--- config.mk ---
export PLATFORM = sky130hd
export DESIGN_NAME = rsenc_gen_builder
export DESIGN_NICKNAME = d
export VERILOG_FILES = /design/src/design/rsenc_pkg.sv /design/src/design/rsenc_gen_builder.sv
export SDC_FILE = /design/constraint.sdc
export NUM_CORES = 2
export LEC_CHECK = 0
export ABC_CLOCK_PERIOD_IN_PS = 5900
export BUFFER_PORTS_ARGS = -buffer_cell sky130_fd_sc_hd__buf_2
export CAP_MARGIN = 20
export CORE_ASPECT_RATIO = 0.6
export CORE_MARGIN = 10
export CORE_UTILIZATION = 55
export CTS_BUF_LIST = sky130_fd_sc_hd__clkbuf_4
export CTS_CLUSTER_SIZE = 14
export DETAILED_ROUTE_END_ITERATION = 10
export PLACE_DENSITY = 0.73
export SYNTH_ARGS = -nofsm -noshare
export SYNTH_HDL_FRONTEND = slang
export SYNTH_SLANG_ARGS = --single-unit
--- constraint.sdc ---
create_clock -name aclk -period 5.9 [get_ports aclk]
set_clock_uncertainty 0.05 [all_clocks]
set_input_delay 0.59 -clock aclk [delete_from_list [all_inputs] [get_ports aclk]]
set_output_delay 0.59 -clock aclk [all_outputs]
set_load 0.02 [all_outputs]
--- src/design/rsenc_pkg.sv ---
// Shared types, constants and GF(2^8) helpers for the Reed-Solomon encoder.
// Field polynomial x^8+x^4+x^3+x^2+1 (0x11d), primitive element 2.
// No dependencies; imported by rsenc_gen_builder and the encoder top level.
package rsenc_pkg;

    localparam int SYM_W        = 8;
    localparam int MAX_PARITY   = 32;
    localparam int PCNT_W       = $clog2(MAX_PARITY + 1);
    localparam int PARITY_RESET = 10;
    localparam logic [SYM_W:0] FIELD_POLY = 9'h11d;

    typedef logic [SYM_W-1:0]            sym_t;
    typedef sym_t [MAX_PARITY-1:0]       sym_vec_t;
    typedef logic [PCNT_W-1:0]           pcnt_t;

    // Request to rebuild the generator polynomial
    typedef struct packed {
        logic  start;
        pcnt_t count;
    } gen_ctl_t;

    // Multiply by alpha (x) modulo the field polynomial
    function automatic sym_t gf_xtime(input sym_t a);
        logic [SYM_W:0] t;
        t = {a, 1'b0};
        if (t[SYM_W]) begin
            t = t ^ FIELD_POLY;
        end
        return t[SYM_W-1:0];
    endfunction

    // Full GF(2^8) multiply, shift-and-add over the 8 bits of b
    function automatic sym_t gf_mul(input sym_t a, input sym_t b);
        sym_t x;
        sym_t acc;
        x   = a;
        acc = '0;
        for (int k = 0; k < SYM_W; k++) begin
            if (b[k]) begin
                acc = acc ^ x;
            end
            x = gf_xtime(x);
        end
        return acc;
    endfunction

endpackage

--- src/design/rsenc_gen_builder.sv ---
// Generator polynomial builder: multiplies (x+alpha^0)...(x+alpha^(p-1)) one factor
// per cycle, all coefficients updated in parallel. Depends on rsenc_pkg.
// Starts itself out of reset for the default parity count.
module rsenc_gen_builder (
    input  logic                aclk,
    input  logic                aresetn,
    input  rsenc_pkg::gen_ctl_t ctl,
    output logic                busy,
    output rsenc_pkg::sym_vec_t coeffs
);
    import rsenc_pkg::*;

    // coefficient k of the register holds g(k+1); leading g0 is always 1
    sym_vec_t g_reg, g_next;
    sym_t     root_reg;
    pcnt_t    step_reg;
    pcnt_t    count_reg;
    logic     busy_reg;

    // One factor (x + root) applied to every coefficient at once
    always_comb begin
        g_next[0] = g_reg[0] ^ root_reg;
        for (int k = 1; k < MAX_PARITY; k++) begin
            g_next[k] = g_reg[k] ^ gf_mul(root_reg, g_reg[k-1]);
        end
    end

    // Sequencer: clear on start, then count factors up to the parity count
    always_ff @(posedge aclk) begin
        if (!aresetn) begin
            g_reg     <= '0;
            root_reg  <= sym_t'(1);
            step_reg  <= '0;
            count_reg <= pcnt_t'(PARITY_RESET);
            busy_reg  <= 1'b1;
        end else if (ctl.start) begin
            g_reg     <= '0;
            root_reg  <= sym_t'(1);
            step_reg  <= '0;
            count_reg <= ctl.count;
            busy_reg  <= 1'b1;
        end else if (busy_reg) begin
            g_reg    <= g_next;
            root_reg <= gf_xtime(root_reg);
            step_reg <= step_reg + pcnt_t'(1);
            if (step_reg == count_reg - pcnt_t'(1)) begin
                busy_reg <= 1'b0;
            end
        end
    end

    assign busy   = busy_reg;
    assign coeffs = g_reg;

endmodule

# [After elaboration in Yosys (flattened, before gate mapping)]
# Index checks and enable logic that the tools add are counted.
[word_totals] ff_bits=277 latch_bits=0 ram_bits=0 romBits=0 n_memories=0
[classes] add_sub_neg=2 n_mul=0 n_div=0 n_lt_le_gt_ge=0 eq_ne=1 n_shift=0 mux=257 bitwise_logic=257 n_reduce_logical=1
[op_table] cell="$xor A8 B8 Y8" n=249
[op_table] cell="$mux W8" n=248
[op_table] cell="$mux W5" n=7
[op_table] cell="$not A4 Y4" n=7
[op_table] cell="$add A6 B1 Y6 const B" n=1
[op_table] cell="$eq A6 B6 Y1" n=1
[op_table] cell="$sub A6 B1 Y6 const B" n=1
[op_table] cell="$mux W1" n=2
[op_table] cell="$reduce_or A2 Y1" n=1
[op_table] cell="$not A1 Y1" n=1

# [Logic depth before layout (Yosys ltp)]
[depth] word_depth=17 ltp_mapped=12 mapped_depth_nobuf=8

# [Worst setup path after synthesis]
# No wires, ideal clock.
[synth_timing] path_type="reg-to-reg" from="reg root_reg[6]" to="reg g_reg (netlist bit coeffs[15])" arrival_time_ns=2.472 required_ns=5.734 slack_ns=3.262 path_stages_with_launch=11 path_buffers=3 path_cell_list="dfxtp_1 buf_4 xor3_1 xnor2_2 buf_4 buf_2 nand2_1 xnor3_1 xnor2_1 a21oi_1 a31o_2"
[synth_via] elab_chain_len=15
[synth_rtl] item="start: declaration" line="rsenc_gen_builder.sv:15" text="sym_t root_reg;"
[synth_rtl] item="start signal: assignment" line="rsenc_gen_builder.sv:32" text="root_reg <= sym_t'(1);"
[synth_rtl] item="start signal: assignment" line="rsenc_gen_builder.sv:38" text="root_reg <= sym_t'(1);"
[synth_rtl] item="start signal: assignment" line="rsenc_gen_builder.sv:44" text="root_reg <= gf_xtime(root_reg);"
[synth_rtl] item="$xor A8 B8 Y8" line="rsenc_pkg.sv:40" text="acc = acc ^ x;"
[synth_rtl] item="$mux W8" line="rsenc_pkg.sv:39" text="if (b[k]) begin"
[synth_rtl] item="$xor A8 B8 Y8" line="rsenc_pkg.sv:40"
[synth_rtl] item="$mux W8" line="rsenc_pkg.sv:39"
[synth_rtl] item="$xor A8 B8 Y8" line="rsenc_pkg.sv:40"
[synth_rtl] item="$mux W8" line="rsenc_pkg.sv:39"
[synth_rtl] item="$xor A8 B8 Y8" line="rsenc_pkg.sv:40"
[synth_rtl] item="$mux W8" line="rsenc_pkg.sv:39"
[synth_rtl] item="$xor A8 B8 Y8" line="rsenc_pkg.sv:40"
[synth_rtl] item="$mux W8" line="rsenc_pkg.sv:39"
[synth_rtl] item="$xor A8 B8 Y8" line="rsenc_pkg.sv:40"
[synth_rtl] item="$mux W8" line="rsenc_pkg.sv:39"
[synth_rtl] item="$xor A8 B8 Y8" line="rsenc_pkg.sv:40"
[synth_rtl] item="$mux W8 *" line="rsenc_pkg.sv:39"
[synth_rtl] item="$xor A8 B8 Y8 *" line="rsenc_gen_builder.sv:24" text="g_next[k] = g_reg[k] ^ gf_mul(root_reg, g_reg[k-1]);"
[synth_rtl] item="end signal: assignment" line="rsenc_gen_builder.sv:43" text="g_reg <= g_next;"
[synth_rtl] item="end: declaration" line="rsenc_gen_builder.sv:14" text="sym_vec_t g_reg, g_next;"
# Mark *: on every way between the ends. The rest lies on a longest branch, timed or not.
# A chain may end at the register's enable or synchronous reset.

# [Worst setup path after layout]
[layout_timing] from="reg root_reg[5]" to="reg g_reg (netlist bit coeffs[28])"
[layout_via] elab_chain_len=12
[layout_rtl] item="$mux W5 *" line="rsenc_pkg.sv:26" text="if (t[SYM_W]) begin"
[layout_rtl] item="$xor A8 B8 Y8 / $not A4 Y4 (equally long branches)"
[layout_rtl] item="$mux W8 / $mux W5 (equally long branches)" line="rsenc_pkg.sv:39, rsenc_pkg.sv:26"
[layout_rtl] item="$xor A8 B8 Y8 / $not A4 Y4 (equally long branches)"
[layout_rtl] item="$mux W8 / $mux W5 (equally long branches)" line="rsenc_pkg.sv:39, rsenc_pkg.sv:26"
[layout_rtl] item="$xor A8 B8 Y8" line="rsenc_pkg.sv:40"
[layout_rtl] item="$mux W8" line="rsenc_pkg.sv:39"
[layout_rtl] item="$xor A8 B8 Y8" line="rsenc_pkg.sv:40"
[layout_rtl] item="$mux W8" line="rsenc_pkg.sv:39"
[layout_rtl] item="$xor A8 B8 Y8" line="rsenc_pkg.sv:40"
[layout_rtl] item="$mux W8 *" line="rsenc_pkg.sv:39"
[layout_rtl] item="$xor A8 B8 Y8 *" line="rsenc_gen_builder.sv:24"
# Marked as above.

==> run summary <==
Synth Cell Area - 0.0402 mm^2
Clock Latency Late Sink - 1.00 ns
Final HPWL DP - 82.6 mm
Hold WC Path Type - input port to flop
Largest register FFs - 256
Crit. End Element - flop
critical path's slowest cell - xor3_4
most common cell after layout, fill and taps aside - nand2_1
Syn Area/Cell - 7.26 um^2
total gr overflow - 0
DR pass1 iterations - 6
measured slew at the worst slew-check pin - 1.24 ns
Yosys cell types - 48
Final Worst Setup Slack - 1.59 ns
share of flip-flops with an asynchronous set or reset - 0%
setup bufs post-CTS - 0
Sw Ratio - 33.4%
gr usage total - 31.6%
CP Data Arrival Time - 5.12 ns
Required @ worst endpoint - 6.72 ns
RSZ-0062 raised after global routing - no
Top Ports - 266
Slew Viols, Final - 0
Sink Count - 277
vias - 38400
vias per cell - 5.97
Initial Util - 55.8%
1st-iter DRT viols - 4761
placed insts - 6243
CP delay by family, top - XOR/XNOR gates
CTS tree - yes
largest net degree at the start of global routing - 171
PD cells - 103 mW/mm^2
Synth Register Bits - 277
DP Worst Slack - 1.80 ns
die span in x - 369 um
CTS resizes - 0
Rel. slew slack - 17.2%
routing usage on met1 - 42.8%
# DRC - 0
crit-path cells - buf_4 > xor3_4 > buf_12 > nand2_1 > xnor2_1 > xnor2_1 > xnor3_1 > a21o_1 > a21oi_1
Hold Slack - 0.335 ns
ratio of cells with drive above 1 in the final layout - 12.6%
# rows - 76
Flop pwr share - 43.4%
Layout Area Growth over Synthesis - 5.46%
vias in the first global route - 36400
YS warnings - 0
status - finished clean
Routability Congestion - 0.875
Synth Flop Type - dfxtp_1
Die Ht - 230 um
initial antenna violation count - 2
EDFF count, synth - 0
CP dominant cell by count - xnor2_1
Combinational Power Share - 9.6%
gr busiest metal - met2
H-Tree Depth - 3
CTS Hold Bufs - 18
fin crit share - 73.0%
Critical Path Max Stage Delay - 1.16 ns
fin cells - 6420
Fin. Hold Viols - 0
core area - 0.0721 mm^2
routing usage on met3 - 7.78%
maximum clock rate - 232 MHz
Int Power - 2920 uW
first-pass GRT wire length - 215 mm
share of power burned in the clock network - 47.0%
Peak VDD IR - 0.126 mV
Clock Tree Buf Depth - 3
Setup Viol. Count Final - 0
Util after Layout - 58.9%
CTS buffer count - 84
commonest non-fill, non-tap cells in the layout - nand2_1, xnor2_1, xnor3_1, nor2_1, dfxtp_1
sw power - 1460 uW
CP Class - flop to flop
clk root buf - clkbuf_4
sequential fraction of the synthesis area - 13.8%
# nets final - 5384
Total Wirelength - 139 mm
setup TNS - 0 ns
Post-DRT Antenna Nets - 0
DIE AREA - 0.0847 mm^2
WP buf/inv - 2
Routed WL per cell - 21.7 um
startpoint types - flop
Tmin final - 4.31 ns
IO Port Bufs - 265
LEAKAGE - 0.0166 uW
Syn Inst Count - 5541
Syn Nets - 5553
Worst-path clk slew - 0.07 ns
met2 GRT Util - 47.7%
CP max FO - 66
max-cap viol count - 0
cells in the mapped netlist, types with 42 or more instances:
library cell	number	area share [%]
a21oi_1	200	2.5
a31o_2	113	2.5
buf_1	110	1.0
buf_2	73	0.91
clkbuf_1	411	3.8
dfxtp_1	277	14
mux2_2	51	1.4
mux2i_1	98	2.4
nand2_1	2009	19
nand2b_1	42	0.65
nand3_1	46	0.57
nor2_1	283	2.6
o211ai_1	52	0.97
o21ai_0	100	1.2
xnor2_1	797	17
xnor3_1	291	16
xor2_1	255	5.6
through the flow:
| step | total power (uW) | instance area [um^2] |
|---|---|---|
| 4_1_cts | 4380 | 42400 |
| 3_3_place_gp | 2330 | 41200 |
| 6_report | 4380 | 42400 |
| 5_1_grt | 4500 | 42400 |
| 2_1_floorplan | 2170 | 40200 |
| 3_5_place_dp | 2330 | 41200 |
power groups by stage:
stage	registers [uW]	clock network (uW)	logic, uW
final	1900	2060	422
after global routing	1900	2170	431
after CTS	1900	2080	400
after detailed placement	1940	0	389
after global placement	1940	0	383
after floorplan	1930	0	240
tightest hold or removal path, cell delays in order:
cell and delay, ns:
buf_2 0.18, nand2b_4 0.37, nor2_1 0.19
path summary, 6_finish.rpt:
path	start	endpoint	slack (ns)	depth (start not counted)
worst min register to register	coeffs[252]	coeffs[252]	0.42	2
worst max register to register	root_reg[5]	coeffs[28]	1.59	9
worst max-delay path	root_reg[5]	coeffs[28]	1.59	9
worst min-delay path	aresetn	coeffs[225]	0.34	3
layout make-up:
type	instances	area (um^2)
Multi-Input combinational cell	4645	32400
Fill cell	6637	29600
Sequential cell	277	5580
Timing Repair Buffer	346	2070
Tap cell	975	1220
Clock buffer	118	886
Clock inverter	34	154
Inverter	18	70.1
Antenna cell	7	17.5
cell families (layout without fill, tap and decap cells):
group / count (synthesis) / in the layout / synth area share [%]
multiplexers: 149 / 149 / 3.86
XOR/XNOR: 1383 / 1383 / 41.5
buffers and inverters: 619 / 516 / 6.08
adder cells (fa/ha/maj): 3 / 3 / 0.0933
AND/OR/NAND/NOR: 2496 / 2496 / 24.4
flip-flops: 277 / 277 / 13.8
other: 0 / 7 / 0
AO/OA/AOI/OAI: 614 / 614 / 10.3
layer usage:
layer  part of all wire (%)  wire [um]  vias to the layer above
met5                      0          0                        -
met4                    3.8       5240                        0
met3                     13      18600                      351
met2                     43      59200                     2466
met1                     40      56000                    18100
li1                       -          -                    17400
Note: power is estimated with default switching activity, not from simulation.
